===== src/sv/spa_ram.sv =====
// Generic single-clock RAM with one write port and one registered read port.
`default_nettype none

module spa_ram #(
  parameter int WIDTH = 8,
  parameter int DEPTH = 16
) (
  input  wire logic                       clk,
  input  wire logic                       we,
  input  wire logic [$clog2(DEPTH)-1:0]   waddr,
  input  wire logic [WIDTH-1:0]           wdata,
  input  wire logic                       re,
  input  wire logic [$clog2(DEPTH)-1:0]   raddr,
  output logic      [WIDTH-1:0]           rdata
);

  logic [WIDTH-1:0] mem [DEPTH];

  // Write port.
  always_ff @(posedge clk) begin
    if (we) begin
      mem[waddr] <= wdata;
    end
  end

  // Read port; the data holds while no read is issued.
  always_ff @(posedge clk) begin
    if (re) begin
      rdata <= mem[raddr];
    end
  end

endmodule

`default_nettype wire


===== config.mk =====
export PLATFORM = sky130hd
export DESIGN_NAME = spa_ram
export DESIGN_NICKNAME = d
export VERILOG_FILES = /design/src/sv/spa_ram.sv
export SDC_FILE = /design/constraint.sdc
export NUM_CORES = 1
export LEC_CHECK = 0
export ABC_AREA = 1
export BUFFER_PORTS_ARGS = -buffer_cell sky130_fd_sc_hd__buf_2
export CORE_ASPECT_RATIO = 0.9
export CORE_UTILIZATION = 55
export CTS_BUF_LIST = sky130_fd_sc_hd__clkbuf_4 sky130_fd_sc_hd__clkbuf_8 sky130_fd_sc_hd__clkbuf_16
export DETAILED_ROUTE_END_ITERATION = 7
export PLACE_DENSITY = 0.71
export SLEW_MARGIN = 20
export SYNTH_ARGS = -nofsm -noshare
export SYNTH_HDL_FRONTEND = slang
export SYNTH_SLANG_ARGS = --single-unit

===== constraint.sdc =====
create_clock -name clk -period 2.87 [get_ports clk]
set_input_delay 0.4305 -clock clk [delete_from_list [all_inputs] [get_ports clk]]
set_output_delay 0.4305 -clock clk [all_outputs]
set_load 0.02 [all_outputs]

==> run summary <==
The flow ran to the end, and the final reports show no timing, DRC or antenna violations. Of all nets on the critical path, the largest fanout is 33. The worst relative slew slack is a little over a third. The power per unit of standard cell area is 714.2 nW/um2.

The initial antenna violation count came to 0. The fraction of layout instances using a drive strength above 1 came out at between 10% and 20%. The clock period minus worst slack came out at 1.791 ns.

The starting density of the core came out at 56.81%. For this run, the number of Yosys warnings is 0. The count of pins over their slew limit came out at 0. The number of search-and-repair iterations in the first detailed-routing pass is 6. The largest total area in the synthesized netlist belongs to sky130_fd_sc_hd__edfxtp_1.

The achievable clock frequency came out at 558.3 MHz. The half-perimeter wire length of the detailed placement result is about 8000 um. The clock slew at the register clock pins of the worst setup and hold paths is ~0.06 ns.

The number of standard-cell rows in the floorplan is 35. The required time of the critical path came out at between 3 and 4 ns. The proportion of register bits with asynchronous set or reset after synthesis is 0%. The number of nets handed over by synthesis was 570. The clock net sink count came out at approximately 140.

The chip width came out at about 110 um. The number of buffers inserted during clock tree synthesis came out at 17. The worst setup path is captured at a register. The synthesized netlist occupies a cell area of roughly 5800 um2. The number of distinct standard cells referenced by the synthesized netlist is 11.

Across the routed clock network, the largest skew measured is 0.008771 ns. The sum of buffers and inverters on the critical path came out at 2. The data arrival time at the worst-slack endpoint is slightly below 2 ns. The maximum ir drop on the vdd rail is about 0.00036 V. The final setup violation count came out at 0. The path type of the worst setup path is in -> reg.

The final estimated routing congestion in global placement came out at 0.8182. The via count of the first global-routing pass came out at between 3000 and 4000. TritonCTS built the clock tree.

The number of register bits inferred by synthesis is about 140. The number of fillers in the final layout is about 780. The final layout contains routed wiring with a total length of about 13000 um. Dividing the final minimum period by the clock period gives 62.41%. Hold repair after CTS inserted 0 buffers. The initial DRC count is between 400 and 500. The critical path launch point type is a primary input. The synthesized design devotes to its leading area cell type 69.85% of total area. OpenSTA, run right after detailed placement, puts the worst setup slack at roughly 0.69 ns. 27 I/O pins were placed. The number of buffers between clock root and the deepest sink came out at 2. In the synthesized netlist the dominant register cell turns out to be sky130_fd_sc_hd__edfxtp_1. Sorting the synthesized cells by how often they occur yields sky130_fd_sc_hd__nand2_1 (173), sky130_fd_sc_hd__edfxtp_1 (136), sky130_fd_sc_hd__inv_1 (100). The number of flops mapped to enable cells by yosys came out at 136. Setup slack closes at between 1 and 1.5 ns. The clock latency at the later pin of the worst-skew pair is around 0.42 ns. Setup repair after global routing left no endpoint under its margin. The number of post-CTS setup repair buffers came out at 0. The critical path goes through buf_2, inv_2, nand3_1, nand3_1, nand3_1, nand2_1.

On the critical path the largest part of the delay comes from buffers and inverters. The tree is rooted in a sky130_fd_sc_hd__clkbuf_16. The mean instance size in the synthesized netlist came out at between 10 and 15 um2. The wire length per cell after detailed routing is between 15 and 20 um. The total overflow left after global routing is 0. The worst hold path class is in -> reg. Port buffering added 26 buffers.

For this run, design rule violations remaining after detail routing come to 0. The number of H-tree levels came out at 4. The vertical die dimension came out at 99.82 um.

In this design, the stage delay of the slowest critical-path cell is 0.51 ns. The hold violation count in the final report is 0. The total core area came out at roughly 10000 um2. The number of diodes added for antenna fixing is 0. By area the synthesized netlist is led by sky130_fd_sc_hd__edfxtp_1 (70%), sky130_fd_sc_hd__nand2_1 (11%), sky130_fd_sc_hd__nand3_1 (8.3%).

The wire length of the first global-routing pass came out at between 20000 and 25000 um. The cell repeated most along the worst path is sky130_fd_sc_hd__nand3_1. The total of cells resized after clock tree synthesis is 0. The overall die area is 11050 um2.

The count of mapped cells out of synthesis is 551. After routing, the total negative slack on setup checks comes to 0 ns. The number of max-capacitance violations reported came out at 0. The routed layout has around 3900 vias. The slew at the pin closest to its max-slew limit is between 0.9 and 1 ns.

The final layout net count is about 600. The largest net degree at the start of global routing came out at 46. The detail-routed via count per cell came out at ~5.5. In this run the static leakage power is between 2 and 3 nW. The largest individual stage delay along the critical path comes from the cell sky130_fd_sc_hd__buf_2.

The global-route total usage across every layer is about a quarter. The area growth from synthesis to layout is 13.48%. The portion of the post-synthesis area used by sequential elements is 69.85%. The count of nets left with antenna violations once routing finished came out at 0. The most frequent cell after synthesis is sky130_fd_sc_hd__nand2_1.
worst paths after layout:
| kind | startpoint | endpoint | slack [ns] | cells past startpoint |
|---|---|---|---|---|
| worst max-delay path | raddr[1] | rdata[7] | 1.08 | 6 |
| worst min-delay path | re | rdata[0] | 0.36 | 1 |
| worst max register to register | mem[7][3] | rdata[3] | 1.69 | 6 |
| worst min register to register | mem[1][5] | rdata[5] | 0.76 | 6 |
final cells by class:
type	instances	area [um2]	share of cell area [%]
Clock buffer	17	425.4	6.411
Clock inverter	15	175.2	2.640
Inverter	102	382.9	5.770
Multi-Input combinational cell	289	1214	18.29
Sequential cell	136	4084	61.55
Tap cell	129	161.4	2.433
Timing Repair Buffer	31	192.7	2.904
sequential cells by signal, indices dropped and copies added, names as in the netlist:
signal  flops
mem       128
rdata       8
cell families (layout without fill, tap and decap cells):
logic type | after synthesis | in the layout | synth area share, %
simple gates | 289 | 289 | 20.76
flops | 136 | 136 | 69.85
buf+inv | 126 | 165 | 9.394
power by group:
group | total [mW] | internal, mW | switching [mW]
Sequential | 2.25 | 2.24 | 0.0143
Clock | 2.21 | 1.37 | 0.845
Combinational | 0.273 | 0.0731 | 0.200
metrics by stage:
step | hold slack (ns) | power (mW) | util [%] | area (um2) | cells
2_1_floorplan | 0.5294 | 2.458 | - | 5847 | 551
3_3_place_gp | 0.7518 | 2.557 | 58.64 | 6035 | 687
3_5_place_dp | 0.7433 | 2.562 | 58.64 | 6035 | 687
4_1_cts | 0.3590 | 4.745 | 64.47 | 6635 | 719
5_1_grt | 0.3595 | 4.880 | 64.47 | 6635 | 719
6_report | 0.3649 | 4.739 | 64.47 | 6635 | 719
layout by cell type (no fill, tap or decap):
cell type,netlist,final
sky130_fd_sc_hd__buf_2,13,26
sky130_fd_sc_hd__inv_2,2,2
sky130_fd_sc_hd__clkinv_2,0,3
sky130_fd_sc_hd__buf_12,0,2
sky130_fd_sc_hd__bufinv_16,0,3
sky130_fd_sc_hd__clkinv_4,0,1
sky130_fd_sc_hd__nand3b_1,2,2
sky130_fd_sc_hd__clkinvlp_4,0,3
sky130_fd_sc_hd__buf_4,4,3
sky130_fd_sc_hd__edfxtp_1,136,136
sky130_fd_sc_hd__nand3_1,97,97
sky130_fd_sc_hd__nand2_1,173,173
sky130_fd_sc_hd__nor2_1,17,17
sky130_fd_sc_hd__inv_1,100,100
sky130_fd_sc_hd__clkinv_1,0,1
sky130_fd_sc_hd__clkbuf_16,0,17
sky130_fd_sc_hd__inv_6,0,4
metal layers:
layer	routed length, um	share of wire, %	vias up	track usage [%]
met5	0	0	-	0
li1	-	-	1837	-
met1	5963	45	1822	38.64
met2	5791	44	228	37.22
met3	1124	8.5	37	5.737
met4	410	3.1	0	12.62
(Power assumes the default switching activity.)
