### config.mk
export PLATFORM = sky130hd
export DESIGN_NAME = spa_qmul
export DESIGN_NICKNAME = d
export VERILOG_FILES = /design/src/sv/spa_pkg.sv /design/src/sv/spa_qmul.sv
export SDC_FILE = /design/constraint.sdc
export NUM_CORES = 2
export LEC_CHECK = 0
export BUFFER_PORTS_ARGS = -buffer_cell sky130_fd_sc_hd__buf_2
export CORE_MARGIN = 2
export CORE_UTILIZATION = 35
export DETAILED_ROUTE_END_ITERATION = 7
export SYNTH_ARGS = -nofsm -noshare
export SYNTH_HDL_FRONTEND = slang
export SYNTH_SLANG_ARGS = --single-unit
### constraint.sdc
create_clock -name clk -period 24.5 [get_ports clk]
set_input_delay 4.9 -clock clk [delete_from_list [all_inputs] [get_ports clk]]
set_output_delay 4.9 -clock clk [all_outputs]
set_load 0.02 [all_outputs]
### src/sv/spa_pkg.sv
// Shared constants, types and state codes of the sparse accumulator.
`default_nettype none

package spa_pkg;

  // Geometry of the accumulator store and the pattern list.
  localparam int NUM_VERTICES = 4096;
  localparam int ADDR_W       = $clog2(NUM_VERTICES);
  localparam int CNT_W        = ADDR_W + 1;
  localparam int IDX_W        = 12;
  localparam int CMP_W        = (CNT_W > IDX_W) ? CNT_W : IDX_W;
  localparam int VAL_W        = 32;
  localparam int PROD_W       = 2 * VAL_W;

  // Operation codes carried by an input word.
  localparam logic [1:0] OP_LOAD  = 2'd0;
  localparam logic [1:0] OP_EDGE  = 2'd1;
  localparam logic [1:0] OP_DRAIN = 2'd2;

  // Configuration register indexes.
  localparam int CFG_IDX_W = 2;
  localparam logic [CFG_IDX_W-1:0] CFG_ALPHA = 2'd0;
  localparam logic [CFG_IDX_W-1:0] CFG_BETA  = 2'd1;
  localparam logic [CFG_IDX_W-1:0] CFG_UNIT  = 2'd2;

  // Result status codes.
  localparam logic [1:0] STAT_OK    = 2'd0;
  localparam logic [1:0] STAT_EMPTY = 2'd1;
  localparam logic [1:0] STAT_SAT   = 2'd2;

  // Q16.16 constants.
  localparam logic signed [VAL_W-1:0] Q_ONE  = 32'sh0001_0000;
  localparam logic signed [VAL_W-1:0] Q_ZERO = 32'sh0000_0000;
  localparam logic signed [VAL_W-1:0] Q_MAX  = 32'sh7FFF_FFFF;
  localparam logic signed [VAL_W-1:0] Q_MIN  = 32'sh8000_0000;

  // One entry of the accumulator store.
  typedef struct packed {
    logic                    present;
    logic                    sat;
    logic signed [VAL_W-1:0] acc;
  } entry_t;

  // Access request to the accumulator store.
  typedef struct packed {
    logic              re;
    logic [ADDR_W-1:0] raddr;
    logic              we;
    logic [ADDR_W-1:0] waddr;
    entry_t            wdata;
  } ent_req_t;

  // Access request to the pattern list.
  typedef struct packed {
    logic              re;
    logic [ADDR_W-1:0] raddr;
    logic              we;
    logic [ADDR_W-1:0] waddr;
    logic [ADDR_W-1:0] wdata;
  } pat_req_t;

  // Operands handed to the fixed-point multiplier.
  typedef struct packed {
    logic                    en;
    logic signed [VAL_W-1:0] a;
    logic signed [VAL_W-1:0] b;
  } qmul_req_t;

  // Rounded and saturated product.
  typedef struct packed {
    logic signed [VAL_W-1:0] value;
    logic                    sat;
  } qmul_res_t;

  // Sequencer states.
  typedef enum logic [2:0] {
    S_CLEAR,
    S_IDLE,
    S_MUL,
    S_MUL2,
    S_UPD,
    S_DIDX,
    S_EMIT
  } state_t;

endpackage

`default_nettype wire

### src/sv/spa_qmul.sv
// Q16.16 multiplier: registered product, then round half up and saturate.
`default_nettype none

module spa_qmul (
  input  wire logic                clk,
  input  wire spa_pkg::qmul_req_t  req,
  output spa_pkg::qmul_res_t       res
);

  localparam logic signed [spa_pkg::PROD_W-1:0] ROUND_HALF = 64'sd32768;
  localparam logic signed [spa_pkg::PROD_W-1:0] P_MAX =
    spa_pkg::PROD_W'(spa_pkg::Q_MAX);
  localparam logic signed [spa_pkg::PROD_W-1:0] P_MIN =
    spa_pkg::PROD_W'(spa_pkg::Q_MIN);

  logic signed [spa_pkg::PROD_W-1:0] prod;
  logic signed [spa_pkg::PROD_W-1:0] rounded;
  logic signed [spa_pkg::PROD_W-1:0] scaled;

  // Full-width product, captured when the sequencer issues operands.
  always_ff @(posedge clk) begin
    if (req.en) begin
      prod <= req.a * req.b;
    end
  end

  // Round half up, drop sixteen fraction bits and clamp to 32 bits.
  always_comb begin
    rounded = prod + ROUND_HALF;
    scaled  = rounded >>> 16;
    if (scaled > P_MAX) begin
      res.value = spa_pkg::Q_MAX;
      res.sat   = 1'b1;
    end else if (scaled < P_MIN) begin
      res.value = spa_pkg::Q_MIN;
      res.sat   = 1'b1;
    end else begin
      res.value = scaled[spa_pkg::VAL_W-1:0];
      res.sat   = 1'b0;
    end
  end

endmodule

`default_nettype wire

==> run summary <==
layout cells sized above 1: 3.58%
Max Clk Rate: 76.5 MHz
CTS tree: done
Placed Cells: 5490
leading area contributor after synthesis: fa_1
H-tree Lvls: 2
vias in the first global route: 31100
status: finished clean
Setup crit start kind: input port
Die X-Extent: 336 um
ANT nets after route: 0
# clock sinks: 49
critical path type: input port to flop
Post-synth top flop: edfxtp_1
initial antenna violation count: 6
Final nets: 5349
Arrival @ worst endpoint: 13.11 ns
gr usage total: 20.6%
met2 routed WL: 55200 um
Yosys warning total: 0
CTS clk-pin slew, worst paths: 0.06 ns
worst hold path endpoint: prod[17]
Layout Cells excl Fill: 5499
register bit total from synthesis: 49
row count: 121
# resized after CTS: 0
core area: 109000 um2
final hold vios: 0
Fin Setup TNS: 0 ns
ys async rst share: 0%
global route overflow: 0
Worst Min Path Start: req[64]
worst-margin pin slew: 1.09 ns
Final period util: 53.4%
largest fanout on the critical path: 32
largest net degree at the start of global routing: 50
Synth cell types: 61
# setup viols final: 0
routed length per instance: 20.1 um
Yosys top cell area share: 56.0%
total of max-cap violations: 0
Tmin final: 13.07 ns
setup bufs post-CTS: 0
initial DRC count: 1609
Post-synth EDFFs: 49
Top-Level Pins: 99
Slew Limit Fails: 0
Regs by FF count: prod x49
first-pass GRT wire length: 180000 um
met1 wire length: 44500 um
Mapped Cells: 4101
DP HPWL: 85600 um
max reg flops: 49
vias per inst: 4.97
Detail Route met3 WL: 6610 um
Avg Cell Area, Syn: 9.42 um2
final wirelength: 111000 um
cts hold-fix bufs: 0
total die area: 113000 um2
cts bufs inserted: 5
Reg with most FFs: prod
CP endpoint kind: flop
Hold WC Path Type: input port to flop
gpl congestion: 0.880
Rel. slew slack: 26.8%
sequential share of the synthesized area: 3.81%
top cells by area, synth: fa_1, inv_1, and2_1
syn_nets: 5429
port bufs: 98
multi-input logic area: 32600 um2
clk buf depth: 2
Pre-antenna DRT Iters: 7
DRC: 0
Initial Utilization: 35.4%
highest routed layer: met5
total number of vias: 27300
clk root buf: clkbuf_16
Reg area: 1470 um2
die height: 336 um
Final Core Density: 37.1%
post-synthesis cell area: 38600 um2
RSZ-0062 raised after global routing: no
hold depth: 1
FILL cells: 11100
Worst EP required: 24.53 ns
area delta synth->final: 4.88%
## layer usage
metal	vias to the layer above	GRT usage (%)
met5	-	0
met4	2	6.56
met3	202	2.36
met2	915	36.5
met1	14600	26.2
li1	11700	-
## logic make-up after synthesis
family	Yosys count	share of synthesized area, %
XOR/XNOR	100	2.27
AND/OR/NAND/NOR	1268	16.7
multiplexers	6	0.162
flip-flops	49	3.81
AO/OA/AOI/OAI	209	3.45
buffers and inverters	1207	11.8
adder cells (fa/ha/maj)	1262	61.9
## cell usage in the layout, fill, tap and decap left out, types with 5 or more instances in the layout
cell	n
ha_1	181
clkbuf_16	5
nor3_1	16
nand2_1	540
a21o_1	30
inv_1	999
xnor2_1	64
and4_1	11
edfxtp_1	49
xor2_1	36
nand2b_1	12
a21oi_1	64
buf_4	23
or4_1	5
nand3_1	32
o21ai_1	18
and3_1	22
buf_2	98
fa_1	1081
o31ai_1	5
o21ai_0	29
a31oi_1	10
o21a_1	9
and2_1	506
nand4_1	26
nor2_1	75
## how the worst max path moves through the flow
stage	depth (start not counted)	to	from	slack, ns
2_1_floorplan	25	prod[63]	req[63]	12.10
3_3_place_gp	22	prod[60]	req[4]	11.23
3_5_place_dp	22	prod[60]	req[4]	11.07
4_1_cts	22	prod[60]	req[4]	11.37
5_1_grt	24	prod[60]	req[63]	10.88
6_report	22	prod[60]	req[4]	11.43
## cell usage after synthesis, types with 22 or more instances
cell      count
a21o_1       30
a21oi_1      64
and2_1      506
and3_1       22
clkbuf_1    201
edfxtp_1     49
fa_1       1081
ha_1        181
inv_1       999
nand2_1     540
nand3_1      32
nand4_1      26
nor2_1       75
o21ai_0      29
xnor2_1      64
xor2_1       36
## worst max-delay path: stages
cell and delay [ns]:
buf_2 0.53, and2_1 0.24, fa_1 0.46, fa_1 0.49, fa_1 1.00, inv_1 0.18, fa_1 0.56, inv_1 0.61
fa_1 0.58, fa_1 0.56, inv_1 0.05, fa_1 0.47, inv_1 0.05, fa_1 0.45, ha_1 0.37, nand4_1 0.19
or3_1 0.45, a31oi_1 0.18, nor2_1 0.14, o31ai_1 0.35, a21oi_1 0.13, xnor2_1 0.15
## metrics by stage
stage	area, um2	setup WS, ns	hold slack [ns]
5_1_grt	40500	10.88	5.42
3_3_place_gp	40400	11.23	5.64
3_5_place_dp	40400	11.07	5.67
2_1_floorplan	38600	12.10	5.01
4_1_cts	40500	11.37	5.39
6_report	40500	11.43	5.37
## final cells by class
type                            instances  area share, %
Clock inverter                          3          0.102
Tap cell                             1476           4.56
Inverter                              999           9.25
Sequential cell                        49           3.63
Clock buffer                            5          0.309
Antenna cell                            1        0.00617
Multi-Input combinational cell       2845           80.5
Timing Repair Buffer                  121           1.64
Power is left out: the tool's default activity adds up to more than one toggle a clock period on the data nets, which glitch-free logic cannot reach.
