`config.mk`:
```
export PLATFORM = sky130hd
export DESIGN_NAME = spa_ctrl_flat
export DESIGN_NICKNAME = d
export VERILOG_FILES = /design/src/sv/spa_pkg.sv /design/src/sv/spa_channels.sv /design/src/sv/spa_ctrl.sv /design/src/flat_wrapper.sv
export SDC_FILE = /design/constraint.sdc
export NUM_CORES = 1
export LEC_CHECK = 0
export BUFFER_PORTS_ARGS = -buffer_cell sky130_fd_sc_hd__buf_2
export CORE_ASPECT_RATIO = 1.2
export CORE_MARGIN = 3
export CORE_UTILIZATION = 30
export DETAILED_ROUTE_END_ITERATION = 6
export GPL_ROUTABILITY_DRIVEN = 0
export HOLD_SLACK_MARGIN = 0.12
export SLEW_MARGIN = 0
export SYNTH_ARGS = -nofsm -noshare
export SYNTH_HDL_FRONTEND = slang
export SYNTH_SLANG_ARGS = --single-unit
```
`constraint.sdc`:
```
create_clock -name clk -period 4.4 [get_ports clk]
set_input_delay 0.22 -clock clk [delete_from_list [all_inputs] [get_ports clk]]
set_output_delay 0.22 -clock clk [all_outputs]
set_load 0.01 [all_outputs]
```
`src/sv/spa_pkg.sv`:
```
// Shared constants, types and state codes of the sparse accumulator.
`default_nettype none

package spa_pkg;

  // Geometry of the accumulator store and the pattern list.
  localparam int NUM_VERTICES = 4096;
  localparam int ADDR_W       = $clog2(NUM_VERTICES);
  localparam int CNT_W        = ADDR_W + 1;
  localparam int IDX_W        = 12;
  localparam int CMP_W        = (CNT_W > IDX_W) ? CNT_W : IDX_W;
  localparam int VAL_W        = 32;
  localparam int PROD_W       = 2 * VAL_W;

  // Operation codes carried by an input word.
  localparam logic [1:0] OP_LOAD  = 2'd0;
  localparam logic [1:0] OP_EDGE  = 2'd1;
  localparam logic [1:0] OP_DRAIN = 2'd2;

  // Configuration register indexes.
  localparam int CFG_IDX_W = 2;
  localparam logic [CFG_IDX_W-1:0] CFG_ALPHA = 2'd0;
  localparam logic [CFG_IDX_W-1:0] CFG_BETA  = 2'd1;
  localparam logic [CFG_IDX_W-1:0] CFG_UNIT  = 2'd2;

  // Result status codes.
  localparam logic [1:0] STAT_OK    = 2'd0;
  localparam logic [1:0] STAT_EMPTY = 2'd1;
  localparam logic [1:0] STAT_SAT   = 2'd2;

  // Q16.16 constants.
  localparam logic signed [VAL_W-1:0] Q_ONE  = 32'sh0001_0000;
  localparam logic signed [VAL_W-1:0] Q_ZERO = 32'sh0000_0000;
  localparam logic signed [VAL_W-1:0] Q_MAX  = 32'sh7FFF_FFFF;
  localparam logic signed [VAL_W-1:0] Q_MIN  = 32'sh8000_0000;

  // One entry of the accumulator store.
  typedef struct packed {
    logic                    present;
    logic                    sat;
    logic signed [VAL_W-1:0] acc;
  } entry_t;

  // Access request to the accumulator store.
  typedef struct packed {
    logic              re;
    logic [ADDR_W-1:0] raddr;
    logic              we;
    logic [ADDR_W-1:0] waddr;
    entry_t            wdata;
  } ent_req_t;

  // Access request to the pattern list.
  typedef struct packed {
    logic              re;
    logic [ADDR_W-1:0] raddr;
    logic              we;
    logic [ADDR_W-1:0] waddr;
    logic [ADDR_W-1:0] wdata;
  } pat_req_t;

  // Operands handed to the fixed-point multiplier.
  typedef struct packed {
    logic                    en;
    logic signed [VAL_W-1:0] a;
    logic signed [VAL_W-1:0] b;
  } qmul_req_t;

  // Rounded and saturated product.
  typedef struct packed {
    logic signed [VAL_W-1:0] value;
    logic                    sat;
  } qmul_res_t;

  // Sequencer states.
  typedef enum logic [2:0] {
    S_CLEAR,
    S_IDLE,
    S_MUL,
    S_MUL2,
    S_UPD,
    S_DIDX,
    S_EMIT
  } state_t;

endpackage

`default_nettype wire

```
`src/sv/spa_channels.sv`:
```
// Handshake channel interfaces: input word, result word and register write.
`default_nettype none

interface spa_item_if;
  logic                                valid;
  logic                                ready;
  logic [1:0]                          operation;
  logic [spa_pkg::IDX_W-1:0]           vertex_index;
  logic signed [spa_pkg::VAL_W-1:0]    operand_value;
  logic signed [spa_pkg::VAL_W-1:0]    edge_weight;

  modport source (output valid, operation, vertex_index, operand_value, edge_weight,
                  input ready);
  modport sink   (input valid, operation, vertex_index, operand_value, edge_weight,
                  output ready);
endinterface

interface spa_result_if;
  logic                                valid;
  logic                                ready;
  logic [spa_pkg::IDX_W-1:0]           out_index;
  logic signed [spa_pkg::VAL_W-1:0]    out_value;
  logic                                last_entry;
  logic [1:0]                          status;

  modport source (output valid, out_index, out_value, last_entry, status,
                  input ready);
  modport sink   (input valid, out_index, out_value, last_entry, status,
                  output ready);
endinterface

interface spa_cfg_if;
  logic                                valid;
  logic                                ready;
  logic [spa_pkg::CFG_IDX_W-1:0]       index;
  logic [spa_pkg::VAL_W-1:0]           data;

  modport source (output valid, index, data, input ready);
  modport sink   (input valid, index, data, output ready);
endinterface

`default_nettype wire

```
`src/sv/spa_ctrl.sv`:
```
// Sequencer: configuration, read-modify-write of the store, pattern list and drain.
`default_nettype none

module spa_ctrl (
  input  wire logic                 clk,
  input  wire logic                 rst,
  spa_item_if.sink                  item,
  spa_result_if.source              result,
  spa_cfg_if.sink                   cfg,
  output spa_pkg::ent_req_t         ent_req,
  input  wire spa_pkg::entry_t      ent_rdata,
  output spa_pkg::pat_req_t         pat_req,
  input  wire logic [spa_pkg::ADDR_W-1:0] pat_rdata,
  output spa_pkg::qmul_req_t        mul_req,
  input  wire spa_pkg::qmul_res_t   mul_res
);

  localparam logic [spa_pkg::ADDR_W-1:0] LAST_ADDR =
    spa_pkg::ADDR_W'(spa_pkg::NUM_VERTICES - 1);
  localparam logic [spa_pkg::CNT_W-1:0] CNT_LIMIT =
    spa_pkg::CNT_W'(spa_pkg::NUM_VERTICES);

  spa_pkg::state_t state, state_next;

  // Configuration registers.
  logic signed [spa_pkg::VAL_W-1:0] alpha_gain;
  logic signed [spa_pkg::VAL_W-1:0] beta_gain;
  logic                             unit_weights;

  // Per-item working registers.
  logic [spa_pkg::ADDR_W-1:0]       vaddr;
  logic                             is_edge;
  logic signed [spa_pkg::VAL_W-1:0] weight;
  logic signed [spa_pkg::VAL_W-1:0] amt;
  logic                             amt_sat;
  logic                             empty_drain;
  logic [spa_pkg::ADDR_W-1:0]       didx;

  // List bookkeeping and clearing sweep.
  logic [spa_pkg::CNT_W-1:0]        entry_count;
  logic [spa_pkg::CNT_W-1:0]        drain_pointer;
  logic [spa_pkg::CNT_W-1:0]        ptr_inc;
  logic [spa_pkg::ADDR_W-1:0]       clr_addr;

  // Result register.
  logic                             res_valid;
  logic [spa_pkg::IDX_W-1:0]        res_index;
  logic signed [spa_pkg::VAL_W-1:0] res_value;
  logic                             res_last;
  logic [1:0]                       res_status;

  logic                             item_fire;
  logic                             in_range;
  logic                             list_done;
  logic                             emit_go;
  logic signed [spa_pkg::VAL_W:0]   sum_wide;
  logic signed [spa_pkg::VAL_W-1:0] sum;
  logic                             sum_sat;

  assign item.ready = (state == spa_pkg::S_IDLE);
  assign cfg.ready  = 1'b1;
  assign item_fire  = item.valid && item.ready;
  assign in_range   = spa_pkg::CMP_W'(item.vertex_index) <
                      spa_pkg::CMP_W'(spa_pkg::NUM_VERTICES);
  assign list_done  = (drain_pointer >= entry_count) || (drain_pointer >= CNT_LIMIT);
  assign ptr_inc    = drain_pointer + 1'b1;
  assign emit_go    = !res_valid || result.ready;

  assign result.valid      = res_valid;
  assign result.out_index  = res_index;
  assign result.out_value  = res_value;
  assign result.last_entry = res_last;
  assign result.status     = res_status;

  // Saturating accumulation of the scaled amount into the stored value.
  always_comb begin
    sum_wide = {ent_rdata.acc[spa_pkg::VAL_W-1], ent_rdata.acc} +
               {amt[spa_pkg::VAL_W-1], amt};
    if (sum_wide[spa_pkg::VAL_W] != sum_wide[spa_pkg::VAL_W-1]) begin
      sum     = sum_wide[spa_pkg::VAL_W] ? spa_pkg::Q_MIN : spa_pkg::Q_MAX;
      sum_sat = 1'b1;
    end else begin
      sum     = sum_wide[spa_pkg::VAL_W-1:0];
      sum_sat = 1'b0;
    end
  end

  // Next state.
  always_comb begin
    state_next = state;
    case (state)
      spa_pkg::S_CLEAR: begin
        if (clr_addr == LAST_ADDR) begin
          state_next = spa_pkg::S_IDLE;
        end
      end
      spa_pkg::S_IDLE: begin
        if (item_fire) begin
          case (item.operation)
            spa_pkg::OP_LOAD, spa_pkg::OP_EDGE: begin
              if (in_range) begin
                state_next = spa_pkg::S_MUL;
              end
            end
            spa_pkg::OP_DRAIN: begin
              state_next = list_done ? spa_pkg::S_EMIT : spa_pkg::S_DIDX;
            end
            default: state_next = spa_pkg::S_IDLE;
          endcase
        end
      end
      spa_pkg::S_MUL: begin
        state_next = (is_edge && !unit_weights) ? spa_pkg::S_MUL2 : spa_pkg::S_UPD;
      end
      spa_pkg::S_MUL2: state_next = spa_pkg::S_UPD;
      spa_pkg::S_UPD:  state_next = spa_pkg::S_IDLE;
      spa_pkg::S_DIDX: state_next = spa_pkg::S_EMIT;
      spa_pkg::S_EMIT: begin
        if (emit_go) begin
          state_next = spa_pkg::S_IDLE;
        end
      end
      default: state_next = spa_pkg::S_IDLE;
    endcase
  end

  // Memory and multiplier requests for each state.
  always_comb begin
    ent_req = '0;
    pat_req = '0;
    mul_req = '0;
    case (state)
      spa_pkg::S_CLEAR: begin
        ent_req.we    = 1'b1;
        ent_req.waddr = clr_addr;
      end
      spa_pkg::S_IDLE: begin
        ent_req.raddr = spa_pkg::ADDR_W'(item.vertex_index);
        pat_req.raddr = drain_pointer[spa_pkg::ADDR_W-1:0];
        mul_req.a     = (item.operation == spa_pkg::OP_LOAD) ? beta_gain : alpha_gain;
        mul_req.b     = item.operand_value;
        if (item_fire) begin
          case (item.operation)
            spa_pkg::OP_LOAD, spa_pkg::OP_EDGE: begin
              ent_req.re = in_range;
              mul_req.en = in_range;
            end
            spa_pkg::OP_DRAIN: pat_req.re = !list_done;
            default: ;
          endcase
        end
      end
      spa_pkg::S_MUL: begin
        mul_req.en = is_edge && !unit_weights;
        mul_req.a  = mul_res.value;
        mul_req.b  = weight;
      end
      spa_pkg::S_UPD: begin
        ent_req.we            = 1'b1;
        ent_req.waddr         = vaddr;
        ent_req.wdata.present = 1'b1;
        ent_req.wdata.sat     = ent_rdata.sat || amt_sat || sum_sat;
        ent_req.wdata.acc     = sum;
        pat_req.we            = !ent_rdata.present;
        pat_req.waddr         = entry_count[spa_pkg::ADDR_W-1:0];
        pat_req.wdata         = vaddr;
      end
      spa_pkg::S_DIDX: begin
        ent_req.re    = 1'b1;
        ent_req.raddr = pat_rdata;
      end
      spa_pkg::S_EMIT: begin
        ent_req.we    = emit_go && !empty_drain;
        ent_req.waddr = didx;
      end
      default: ;
    endcase
  end

  // Configuration registers.
  always_ff @(posedge clk) begin
    if (rst) begin
      alpha_gain   <= spa_pkg::Q_ONE;
      beta_gain    <= spa_pkg::Q_ZERO;
      unit_weights <= 1'b0;
    end else if (cfg.valid) begin
      case (cfg.index)
        spa_pkg::CFG_ALPHA: alpha_gain   <= cfg.data;
        spa_pkg::CFG_BETA:  beta_gain    <= cfg.data;
        spa_pkg::CFG_UNIT:  unit_weights <= cfg.data[0];
        default: ;
      endcase
    end
  end

  // Control state: sequencer, sweep, list counters and result valid.
  always_ff @(posedge clk) begin
    if (rst) begin
      state         <= spa_pkg::S_CLEAR;
      clr_addr      <= '0;
      entry_count   <= '0;
      drain_pointer <= '0;
      res_valid     <= 1'b0;
    end else begin
      state <= state_next;
      if (state == spa_pkg::S_CLEAR) begin
        clr_addr <= clr_addr + 1'b1;
      end
      if (state == spa_pkg::S_UPD && !ent_rdata.present) begin
        entry_count <= entry_count + 1'b1;
      end
      if (state == spa_pkg::S_EMIT && emit_go) begin
        res_valid <= 1'b1;
        if (empty_drain || ptr_inc >= entry_count) begin
          entry_count   <= '0;
          drain_pointer <= '0;
        end else begin
          drain_pointer <= ptr_inc;
        end
      end else if (result.ready) begin
        res_valid <= 1'b0;
      end
    end
  end

  // Working registers and result payload.
  always_ff @(posedge clk) begin
    if (item_fire) begin
      vaddr       <= spa_pkg::ADDR_W'(item.vertex_index);
      is_edge     <= (item.operation == spa_pkg::OP_EDGE);
      weight      <= item.edge_weight;
      empty_drain <= list_done;
    end
    if (state == spa_pkg::S_MUL) begin
      amt     <= mul_res.value;
      amt_sat <= mul_res.sat;
    end
    if (state == spa_pkg::S_MUL2) begin
      amt     <= mul_res.value;
      amt_sat <= amt_sat || mul_res.sat;
    end
    if (state == spa_pkg::S_DIDX) begin
      didx <= pat_rdata;
    end
    if (state == spa_pkg::S_EMIT && emit_go) begin
      if (empty_drain) begin
        res_index  <= '0;
        res_value  <= spa_pkg::Q_ZERO;
        res_last   <= 1'b1;
        res_status <= spa_pkg::STAT_EMPTY;
      end else begin
        res_index  <= spa_pkg::IDX_W'(didx);
        res_value  <= ent_rdata.acc;
        res_last   <= (ptr_inc >= entry_count);
        res_status <= ent_rdata.sat ? spa_pkg::STAT_SAT : spa_pkg::STAT_OK;
      end
    end
  end

endmodule

`default_nettype wire

```
`src/flat_wrapper.sv`:
```
// flat-port wrapper written by rule: the top's interface ports become plain ports
module spa_ctrl_flat 
  (clk, rst, ent_req, ent_rdata, pat_req, pat_rdata, mul_req, mul_res, item_valid, item_operation, item_vertex_index, item_operand_value, item_edge_weight, item_ready, result_valid, result_out_index, result_out_value, result_last_entry, result_status, result_ready, cfg_valid, cfg_index, cfg_data, cfg_ready);
  spa_item_if item_i ();
  spa_result_if result_i ();
  spa_cfg_if cfg_i ();
  input  wire logic clk;
  input  wire logic rst;
  output spa_pkg::ent_req_t ent_req;
  input  wire spa_pkg::entry_t ent_rdata;
  output spa_pkg::pat_req_t pat_req;
  input  wire logic [spa_pkg::ADDR_W-1:0] pat_rdata;
  output spa_pkg::qmul_req_t mul_req;
  input  wire spa_pkg::qmul_res_t mul_res;
  input wire logic [$bits(item_i.valid)-1:0] item_valid;
  input wire logic [$bits(item_i.operation)-1:0] item_operation;
  input wire logic [$bits(item_i.vertex_index)-1:0] item_vertex_index;
  input wire logic [$bits(item_i.operand_value)-1:0] item_operand_value;
  input wire logic [$bits(item_i.edge_weight)-1:0] item_edge_weight;
  output wire logic [$bits(item_i.ready)-1:0] item_ready;
  output wire logic [$bits(result_i.valid)-1:0] result_valid;
  output wire logic [$bits(result_i.out_index)-1:0] result_out_index;
  output wire logic [$bits(result_i.out_value)-1:0] result_out_value;
  output wire logic [$bits(result_i.last_entry)-1:0] result_last_entry;
  output wire logic [$bits(result_i.status)-1:0] result_status;
  input wire logic [$bits(result_i.ready)-1:0] result_ready;
  input wire logic [$bits(cfg_i.valid)-1:0] cfg_valid;
  input wire logic [$bits(cfg_i.index)-1:0] cfg_index;
  input wire logic [$bits(cfg_i.data)-1:0] cfg_data;
  output wire logic [$bits(cfg_i.ready)-1:0] cfg_ready;
  assign item_i.valid = item_valid;
  assign item_i.operation = item_operation;
  assign item_i.vertex_index = item_vertex_index;
  assign item_i.operand_value = item_operand_value;
  assign item_i.edge_weight = item_edge_weight;
  assign item_ready = item_i.ready;
  assign result_valid = result_i.valid;
  assign result_out_index = result_i.out_index;
  assign result_out_value = result_i.out_value;
  assign result_last_entry = result_i.last_entry;
  assign result_status = result_i.status;
  assign result_i.ready = result_ready;
  assign cfg_i.valid = cfg_valid;
  assign cfg_i.index = cfg_index;
  assign cfg_i.data = cfg_data;
  assign cfg_ready = cfg_i.ready;
  spa_ctrl u_core (.clk(clk), .rst(rst), .item(item_i), .result(result_i), .cfg(cfg_i), .ent_req(ent_req), .ent_rdata(ent_rdata), .pat_req(pat_req), .pat_rdata(pat_rdata), .mul_req(mul_req), .mul_res(mul_res));
endmodule
```
==> reports/metrics.yaml, run 1 <==
synthesis:
  netlist_area_um2: 12730
  synth.top_cell.area_share: 0.3254
  synth_area_leaders: "edfxtp_1 (33%), dfxtp_1 (17%), ha_1 (6.0%)"
  syn_avg_cell_area_um2: 9.879
  synth_compound_area_frac: 0.1650
  yosys.area_share.adder: 0.06151
  ys_seq_elements: 245
  yosys.cell_types.count: 74
  yosys_most_used_dff: "edfxtp_1"
  ys_top_cells_by_count: "nand2_1 (194), a21oi_1 (142), edfxtp_1 (138)"
  synthSimpleGateAreaFrac: 0.1666
  synth_most_common_cell: "nand2_1"
  synth_top_cell_by_area: "edfxtp_1"
  synthCells: 1289
  ys_seq_area_frac: 0.4937
  synthXorXnorAreaFrac: 0.03980
  synth_fp_nets: 1547
  async_reset_ff_frac: 0
  synth_top_family_by_area: "simple AND/OR/NAND/NOR gates"
  yosys-mux-area-fraction: 0.03901
  synth_edf_count: 138
  yosys_warnings: 0
die:
  start_util: 0.3042
  core_area_um2: 41860
  dieArea_um2: 44960
  ios: 409
  die_h_um: 231.7
  die_w_um: 194.1
  rows: 82
grt:
  antenna_found_initial: 4
  first_global_vias: 12290
  grt_max_degree: 83
  grt.total_usage: 0.1882
  grt_pass1_wl_mm: 68.14
  gr-total-overflow: 0
worst_setup_path:
  crit_arrival_ns: 3.95
  path_buf_inv: 2
  end_kind: "output port"
  cpMaxStageDelayCell: "fa_1"
  crit_path_frequent_cell: "a21oi_1"
  worstRegToRegCells: 14
  slowest_delay_ns: 0.41
  path_class: "flop to output port"
  cpLargestDelayFamily: "compound AO/OA/AOI/OAI gates"
  required_ns: 4.18
  worst_setup_path_start_kind: "flop"
  crit_chain: "ha_1 -> fa_1 -> a21oi_1 -> nor2_1 -> o31a_1 -> a221o_1 -> a21oi_2 -> o21ai_1 -> o21ai_2 -> xnor2_4 -> buf_6 -> a21oi_1 -> buf_2"
  cp_max_fo: 17
  worstSetupPathDepth: 13
power:
  p_switching_w: 0.001247
  combPwrFrac: 0.096
  powerDensity_nw_per_um2: 293.4
  pwr-share-clk: 0.439
  netSwitchingFraction: 0.2371
  irDropWorstVdd_mv: 0.2986
  intPower_w: 0.004014
  power_frac_seq: 0.465
  leakage_nw: 7.528
placement:
  hpwlAfterDp_mm: 32.16
  port-buffer-count: 407
  dpl_cell_area_um2: 15360
timing:
  fin_crit_ns: 4.171
  final.period_utilization: 0.9480
  rsz0062_at_grt: "no"
  slew_violations: 0
  fmax_mhz: 239.8
  worst_pin_slew_ns: 0.9542
  setup_viol: 0
  slew_headroom: 0.3630
  hold_viol: 0
  finalClockSkew_ns: 0.01622
  tns_ns: 0
routing:
  vias_per_cell: 4.947
  drc: 0
  ant_nets: 0
  drt_iter0_drc: 621
  via_count: 11940
  first_pass_iters: 5
  wl_mm: 44.50
  wl_per_cell_um: 18.43
cells_and_area:
  nets: 2099
  layout-drive-gt1-share: 0.2747
  area_growth_pct: 40.82
  regArea_um2: 6286
  fillers: 4033
  final_area_um2: 17930
  multi_input_area_um2: 6067
flow_run:
  cap_viol_max_count: 0
outcome:
  status: "finished clean"
clock_network:
  numClockSinks: 245
  cts_root_buf: "clkbuf_16"
  cts_buffers: 29
  clk_latency_ns: 0.56
  clkTransAtPathRegs_ns: 0.06
  htree_levels: 1
  cts_tree: "yes"
  cts_max_path_buffers: 3
worst_hold_path:
  hold_class: "primary input to flop"
  whs_path_depth: 2
repair_timing:
| item | 4_1_cts | 5_1_grt |
|---|---|---|
| pin swaps | 0 | 1 |
| endpoints found under the hold margin | 197 | 0 |
| setup buffers | 0 | 1 |
| hold buffers | 163 | 0 |
| setup endpoints to repair | 16 | 32 |
| resized for setup | 1 | 2 |
power by group through the flow:
stage / Combinational (W) / Clock, W / Sequential (W)
finish: 0.000506 / 0.00231 / 0.00244
global route: 0.000552 / 0.00247 / 0.00245
floorplan: 0.000206 / 0 / 0.00249
global placement: 0.000376 / 0 / 0.00249
CTS: 0.000501 / 0.00238 / 0.00244
detailed placement: 0.000382 / 0 / 0.00249
final timing paths:
kind	end	start	slack (ns)
setup / recovery	ent_req[27]	u_core.amt[0]	0.23
hold / removal	u_core.weight[15]	item_edge_weight[15]	0.36
setup reg to reg	u_core.drain_pointer[0]	u_core.drain_pointer[4]	0.84
hold reg to reg	u_core.beta_gain[27]	u_core.beta_gain[27]	0.45
kinds of logic (layout without fill, tap and decap cells):
kind of cell,after synthesis,in the layout
AOI/OAI and AO/OA,332,332
muxes,48,48
xor gates and xnor gates,57,57
DFF,245,245
buffers and inverters,106,681
adders and majority gates,62,62
and+or+nand+nor,438,438
other,1,5
stage by stage:
stage	setup WS, ns	hold slack [ns]	util	std cells	power, W
after floorplan	1.114	0.3189	-	1289	0.002696
after global placement	0.6764	0.3969	0.3669	2192	0.002868
after detailed placement	0.5012	0.3994	0.3669	2192	0.002875
after CTS	0.07225	0.3307	0.4276	2409	0.005325
after global routing	0.02153	0.3390	0.4282	2412	0.005466
final	0.2290	0.3583	0.4284	2414	0.005261
layout make-up:
type                    count  share of cell area
flip-flops and latches    245              0.3506
multi-input cells         938              0.3384
repair buffers            593              0.2151
clock buffers              41             0.04466
well taps                 546             0.03810
inverters                  34            0.007117
clock inverters            13            0.005513
diodes                      4           0.0005582
layer usage:
layer	wire length (µm)	vias to the layer above	part of all wire	track usage
met1	18680	5643	0.42	0.2317
met2	21480	444	0.48	0.3279
met4	1707	2	0.038	0.07160
met5	13	-	0.00029	0
li1	-	5751	-	-
met3	2613	103	0.059	0.03548
state kept, by name, summed over array words and instances, names as in the netlist, 2 cells and up:
name	count
u_core.beta_gain	32
u_core.drain_pointer	13
u_core.result.out_index	12
u_core.didx	12
u_core.alpha_gain	32
u_core.state	3
u_core.weight	32
u_core.vaddr	12
u_core.entry_count	13
u_core.amt	32
u_core.clr_addr	12
u_core.result.out_value	32
u_core.result.status	2
placed cells by master (no fill, tap or decap), types with 9 or more instances in the layout:
master / Yosys / final
clkbuf_16: 0 / 29
nor3b_1: 12 / 11
inv_1: 32 / 30
and2_1: 14 / 14
mux2_2: 13 / 13
a21oi_1: 142 / 142
ha_1: 61 / 61
dlygate4sd3_1: 0 / 163
buf_2: 0 / 407
nand2_1: 194 / 194
nor2b_1: 51 / 50
nor4_1: 12 / 12
edfxtp_1: 138 / 138
buf_4: 4 / 21
o21ai_0: 57 / 57
dfxtp_1: 107 / 107
mux2i_1: 35 / 35
xor2_1: 23 / 23
nand4_1: 11 / 11
xnor2_1: 33 / 33
a22o_1: 53 / 53
a21o_1: 16 / 16
nor2_1: 70 / 67
nand3_1: 15 / 15
clkbuf_1: 59 / 9
and3_1: 17 / 17
Note: power is estimated with default switching activity, not from simulation.
==> inputs of run 2 (changes only) <==
Settings changed: PLACE_DENSITY set to 0.55.
==> run 2 against run 1 <==
  * Global-route usage fell by 0.12 points
  * Fmax grew 1.4%
  * Worst setup slack improved by 0.059 ns
  * Largest cell class unchanged
  * Count of clock-buffer cells in the layout is 4 higher
  * Utilization is 0.081 points higher
  * Register-to-register slack is essentially flat
  * Via count is 0.23% higher
  * Non-clock buffer count shrank 3
  * First-iteration DRC count fell by 16%
  * Die area is the same
  * Sequential share of layout area is 0.066 points lower
  * Critical endpoint is now ent_req[14]
  * Routed wire length decreased by 0.66%
==> reports/metrics.yaml, run 2 (synthesis results as in run 1) <==
cells_and_area:
  layout_commonest_cell: "buf_2"
  area_growth_pct: 41.08
  fillers: 4074  # +1.0%
  final_cell_mix: "buf_2 (407), nand2_1 (194), dlygate4sd3_1 (162)"
  regArea_um2: 6286  # unchanged
  final_area_um2: 17960  # +0.19%
  stdcell_count: 2412  # -0.083%
  multi_input_area_um2: 6053  # -0.23%
  layout-drive-gt1-share: 0.2740  # -0.0006319
  nets: 2096  # -0.14%
worst_setup_path:
  required_ns: 4.18  # about the same
  worstRegToRegCells: 15  # +1
  r2r-start: "u_core.drain_pointer[1]"
  cp_max_fo: 23  # +6
  slowest_delay_ns: 0.41  # about the same
  crit_chain: "ha_1 -> fa_1 -> a21oi_1 -> nor2_1 -> o31a_1 -> a221o_1 -> a21oi_2 -> o21ai_1 -> o21ai_2 -> xnor2_2 -> buf_6 -> a31oi_1 -> buf_2"
  r2r-end: "u_core.drain_pointer[0]"
  crit_arrival_ns: 3.89  # -0.06 ns
  path_class: "flop to output port"
  end_kind: "output port"
  reg2reg_slack_ns: 0.84  # about the same
  worst_setup_path_start_kind: "flop"
  cpMaxStageDelayCell: "fa_1"
  cpLargestDelayFamily: "compound AO/OA/AOI/OAI gates"
  path_buf_inv: 2  # unchanged
timing:
  finalClockSkew_ns: 0.007094  # -0.009130 ns
  worst_pin_slew_ns: 1.107  # +0.1530 ns
  hold_viol: 0  # unchanged
  tns_ns: 0  # unchanged
  slew_headroom: 0.2601  # -0.1029
  setup_viol: 0  # unchanged
  final.period_utilization: 0.9345  # -0.01350
  rsz0062_at_grt: "no"
  fin_crit_ns: 4.112  # -0.05940 ns
  fmax_mhz: 243.2  # +1.4%
  slew_violations: 0  # unchanged
outcome:
  status: "finished clean"
die:
  die_h_um: 231.7  # unchanged
  ios: 409  # unchanged
  rows: 82  # unchanged
  start_util: 0.3042  # unchanged
  dieArea_um2: 44960  # unchanged
  die_w_um: 194.1  # unchanged
  core_area_um2: 41860  # unchanged
clock_network:
  clkTransAtPathRegs_ns: 0.06  # about the same
  cts_buffers: 29  # unchanged
  htree_levels: 1  # unchanged
  numClockSinks: 245  # unchanged
  clk_latency_ns: 0.56  # about the same
  cts_tree: "yes"
  cts_max_path_buffers: 3  # unchanged
  cts_setup_buffers: 0  # unchanged
  cts_root_buf: "clkbuf_16"
routing:
  wl_mm: 44.21  # -0.66%
  ant_nets: 0  # unchanged
  first_pass_iters: 5  # unchanged
  drc: 0  # unchanged
  drt_iter0_drc: 524  # -16%
  vias_per_cell: 4.963  # +0.32%
  via_count: 11970  # +0.23%
  wl_per_cell_um: 18.33  # -0.58%
grt:
  gr-total-overflow: 0  # unchanged
  grt_pass1_wl_mm: 67.14  # -1.5%
  grt.total_usage: 0.1870  # -0.001214
  first_global_vias: 12040  # -2.0%
  antenna_found_initial: 5  # +1
  grt_max_degree: 49  # -41%
worst_hold_path:
  hold_start: "rst"
  whs_path_depth: 2  # unchanged
  hold_class: "primary input to flop"
  min_to: "u_core.clr_addr[1]"
power:
  leakage_nw: 7.541  # +0.17%
  powerDensity_nw_per_um2: 299.7  # +2.1%
  irDropWorstVdd_mv: 0.2539  # -15%
placement:
  placedCellCount: 2191  # -0.046%
  port-buffer-count: 407  # unchanged
  hpwlAfterDp_mm: 32.13  # about the same
  dpl_cell_area_um2: 15350  # about the same
flow_run:
  cap_viol_max_count: 0  # unchanged
==> run 2: cell count changes in the layout (fill, tap and decap cells not counted), sizes merged <==
cell and delta:
clkinvlp +1, dlygate4sd3 -1, buf -2, diode +1
clkinv -6, bufinv +1, clkbuf +4
==> run 2: report_power, final <==
group / internal [W] / switching (W) / total (W)
Clock: 0.00147 / 0.000970 / 0.00244
Combinational: 0.000257 / 0.000243 / 0.000500
Sequential: 0.00243 / 0.0000122 / 0.00244
==> run 2: final cells by class <==
cell class              instances  share of cell area
clock inverters                 9            0.005641
well taps                     546             0.03803
repair buffers                590              0.2133
multi-input cells             938              0.3370
flip-flops and latches        245              0.3499
diodes                          5           0.0006965
clock buffers                  45             0.04834
inverters                      34            0.007104
==> run 2: metrics by stage <==
step / utilization / setup WS, ns / power [W] / hold slack, ns
after global routing: 0.4290 / 0.06633 / 0.005588 / 0.3477
after detailed placement: 0.3667 / 0.8133 / 0.002872 / 0.3981
after floorplan: - / 1.114 / 0.002696 / 0.3189
final: 0.4292 / 0.2884 / 0.005384 / 0.3326
after global placement: 0.3667 / 0.9131 / 0.002865 / 0.3966
after CTS: 0.4286 / 0.2010 / 0.005452 / 0.3008
==> run 2: routing by layer <==
metal	track usage	routed length, µm	share of wire	up-vias
met5	0	27	0.00061	-
met4	0.06061	1278	0.029	4
met3	0.03271	2828	0.064	92
met2	0.3376	22140	0.50	474
met1	0.2263	17930	0.41	5658
li1	-	-	-	5743
==> run 2: worst max-delay path by stage <==
stage | startpoint | slack (ns) | to | cells after the start
3_5_place_dp | u_core.amt[0] | 0.81 | ent_req[3] | 12
4_1_cts | u_core.amt[0] | 0.20 | ent_req[14] | 12
5_1_grt | u_core.amt[0] | 0.07 | ent_req[15] | 12
6_report | u_core.amt[0] | 0.29 | ent_req[14] | 13
2_1_floorplan | u_core.state[0] | 1.11 | ent_req[46] | 8
3_3_place_gp | u_core.amt[0] | 0.91 | ent_req[14] | 12
==> run 2: repair_timing <==
| item | 4_1_cts | 5_1_grt |
|---|---|---|
| gates resized for setup | 0 | 2 |
| hold endpoints to repair | 196 | 0 |
| endpoints found under the setup margin | 0 | 10 |
| hold buffers | 162 | 0 |
==> inputs of run 3 (changes only) <==
Settings changed: ABC_AREA set to 1, PLACE_DENSITY 0.55 to 0.54, REMOVE_ABC_BUFFERS set to 1.
Clock period 4.4 ns to 3.8 ns, I/O delays scaled along.
==> run 3 against run 2 <==
  * Sequential power rose by 17%
  * First-iteration DRC count rose by 43%
  * Worst setup slack improved by 0.057 ns
  * Critical path depth rose by 4
  * Global-route usage rose by 0.94 points
  * Count of clock-buffer cells in the layout fell by 4
  * Routed wire length rose by 12%
  * Critical endpoint is now ent_req[32]
  * Largest power group unchanged
==> reports/metrics.yaml, run 3 <==
routing:
  routed-wl-met2_mm: 24.74  # +12%
  drt_iter0_drc: 750  # +43%
  wl_mm: 49.47  # +12%
  routed.top_layer: "met4"
  met1_length_mm: 20.10  # +12%
  via_count: 13600  # +14%
  ant_nets: 0  # unchanged
  vias_per_cell: 4.659  # -6.1%
  drc: 0  # unchanged
  wl_per_cell_um: 16.95  # -7.5%
  wl_met3_mm: 2.734  # -3.3%
  first_pass_iters: 5  # unchanged
clock_network:
  numClockSinks: 245  # unchanged
  cts_tree: "yes"
  clk_latency_ns: 0.56  # about the same
  clkTransAtPathRegs_ns: 0.06  # about the same
  htree_levels: 1  # unchanged
  cts_buffers: 29  # unchanged
  cts_root_buf: "clkbuf_16"
  cts_max_path_buffers: 3  # unchanged
cells_and_area:
  final_cell_mix: "buf_2 (407), nor2_1 (321), nand2_1 (304)"
  layout-drive-gt1-share: 0.2361  # -0.03791
  fillers: 4636  # +14%
  regArea_um2: 6286  # unchanged
  nets: 2543  # +21%
  multi_input_area_um2: 6370  # +5.2%
  area_growth_pct: 37.83
  layout_commonest_cell: "buf_2"
  final_core_util: 0.4219  # -0.007261
die:
  rows: 85  # +3.7%
  dieArea_um2: 48850  # +8.7%
  die_w_um: 202.3  # +4.2%
  ios: 409  # unchanged
  start_util: 0.3061  # +0.001913
  core_area_um2: 45310  # +8.2%
  die_h_um: 241.5  # +4.2%
placement:
  hpwlAfterDp_mm: 35.97  # +12%
  port-buffer-count: 407  # unchanged
  dp_worst_setup_slack_ns: 0.8640  # +0.05072 ns
outcome:
  status: "finished clean"
synthesis:
  synth_top_family_by_area: "simple AND/OR/NAND/NOR gates"
  ys_top_cells_by_count: "nor2_1 (326), nand2_1 (304), inv_1 (232)"
  netlist_area_um2: 13870  # +8.9%
  synth_most_common_cell: "nor2_1"
  yosys-mux-area-fraction: 0  # -0.03901
  synth_edf_count: 138  # unchanged
  synth_area_leaders: "edfxtp_1 (30%), dfxtp_1 (15%), nor2_1 (8.8%)"
  synth_top_cell_by_area: "edfxtp_1"
  yosys_most_used_dff: "edfxtp_1"
  synthXorXnorAreaFrac: 0.02400  # -0.01580
  yosys.area_share.adder: 0.05648  # -0.005033
  ys_seq_elements: 245  # unchanged
  synth.top_cell.area_share: 0.2988  # -0.02663
  synthCells: 1730  # +34%
  async_reset_ff_frac: 0  # unchanged
  yosys.cell_types.count: 55  # -26%
  ys_seq_area_frac: 0.4533  # -0.04040
  yosys_warnings: 0  # unchanged
  synthSimpleGateAreaFrac: 0.2500  # +0.08345
  synth_compound_area_frac: 0.1255  # -0.03948
  syn_avg_cell_area_um2: 8.016  # -19%
worst_setup_path:
  crit_path_frequent_cell: "nand2_1"
  required_ns: 3.61  # -0.57 ns
  end_kind: "output port"
  worstRegToRegCells: 16  # +1
  crit_arrival_ns: 3.26  # -0.63 ns
  worst_setup_path_start_kind: "flop"
  cpLargestDelayFamily: "simple AND/OR/NAND/NOR gates"
  slowest_delay_ns: 0.41  # about the same
  cp_max_fo: 32  # +39%
  cpMaxStageDelayCell: "fa_1"
  r2r-end: "u_core.result.last_entry"
  crit_chain: "ha_1 -> fa_1 -> nand2_1 -> nand2_1 -> nand3_2 -> nand2_2 -> nand2_2 -> nand2_4 -> nand2_2 -> nand2_1 -> nand2_1 -> nand2_4 -> nand2_4 -> nand3_2 -> nand2_1 -> inv_1 -> buf_2"
  r2r-start: "u_core.drain_pointer[0]"
  reg2reg_slack_ns: 0.88  # +0.04 ns
  path_buf_inv: 2  # unchanged
  worstSetupPathDepth: 17  # +4
  path_class: "flop to output port"
worst_hold_path:
  hold_start: "item_edge_weight[9]"
  whs_path_depth: 2  # unchanged
  min_to: "u_core.weight[9]"
  hold_class: "primary input to flop"
timing:
  slew_violations: 0  # unchanged
  worst_pin_slew_ns: 1.137  # +0.02960 ns
  fmax_mhz: 289.5
  final.period_utilization: 0.9090
  tns_ns: 0  # unchanged
  setup_ws_ns: 0.3458  # +0.05740 ns
  setup_viol: 0  # unchanged
  finalClockSkew_ns: 0.007962  # +0.0008674 ns
  slew_headroom: 0.2413  # -0.01879
  hold_viol: 0  # unchanged
  fin_crit_ns: 3.454
  rsz0062_at_grt: "no"
power:
  powerDensity_nw_per_um2: 329.3  # +9.9%
  irDropWorstVdd_mv: 0.2601  # +2.4%
  power_w: 0.006294  # +17%
  leakage_nw: 9.269  # +23%
grt:
  gr-total-overflow: 0  # unchanged
  grt_pass1_wl_mm: 76.83  # +14%
  first_global_vias: 14010  # +16%
  antenna_found_initial: 2  # -3
  grt.total_usage: 0.1964  # +0.009390
  grt_max_degree: 82  # +67%
flow_run:
  cap_viol_max_count: 0  # unchanged
## run 3: cell type report
class	count	share of cell area
Multi-Input combinational cell	1178	0.3332
Sequential cell	245	0.3289
Clock buffer	41	0.04242
Timing Repair Buffer	592	0.2021
Antenna cell	2	0.0002618
Tap cell	609	0.03986
Clock inverter	13	0.006218
Inverter	239	0.04700
## run 3: worst register-to-register path: cells and delay by family (launching register included)
family	cells	cell delay (ns)
simple gates	6	0.72
fa+ha+maj	2	0.54
buf+inv	4	0.50
flops	1	0.40
compound gates	3	0.37
xor+xnor	1	0.16
## run 3: stage by stage
| stage | cells | hold slack (ns) | cell area (µm²) |
|---|---|---|---|
| 3_3_place_gp | 2698 | 0.3662 | 16530 |
| 4_1_cts | 2917 | 0.2939 | 19110 |
| 5_1_grt | 2919 | 0.3148 | 19110 |
| 3_5_place_dp | 2698 | 0.3683 | 16530 |
| 2_1_floorplan | 1662 | 0.2591 | 13510 |
| 6_report | 2919 | 0.3325 | 19110 |
## run 3: where the power goes
part / total, W / internal [W] / switching [W]
clock: 0.00277 / 0.00162 / 0.00115
sequential: 0.00285 / 0.00283 / 0.0000184
combinational: 0.000678 / 0.000311 / 0.000367
## run 3: how the worst max path moves through the flow
stage	startpoint	end	slack (ns)
after floorplan	u_core.state[0]	ent_req[59]	-1.51
final	u_core.amt[0]	ent_req[32]	0.35
after CTS	u_core.amt[0]	ent_req[32]	0.26
after global routing	u_core.amt[0]	ent_req[32]	0.1
after global placement	u_core.drain_pointer[0]	u_core.entry_count[9]	0.91
after detailed placement	u_core.drain_pointer[0]	u_core.entry_count[9]	0.86
## run 3: metal layers
layer  GRT usage  vias to the layer above
li1            -                     6757
met1      0.2302                     6312
met2      0.3584                      431
met3     0.03255                      101
met4     0.07258                        0
met5           0                        -
## run 3: what timing repair did
item,in CTS,in global routing
gates resized for setup,0,0
endpoints found under the setup margin,0,0
buffers inserted,0,0
hold buffers,165,0
hold endpoints to repair,210,0
## run 3: kinds of logic after synthesis
logic type | Yosys count
flops | 245
buf+inv | 307
compound gates | 288
xor+xnor | 38
fa+ha+maj | 62
simple gates | 789
other cells | 1
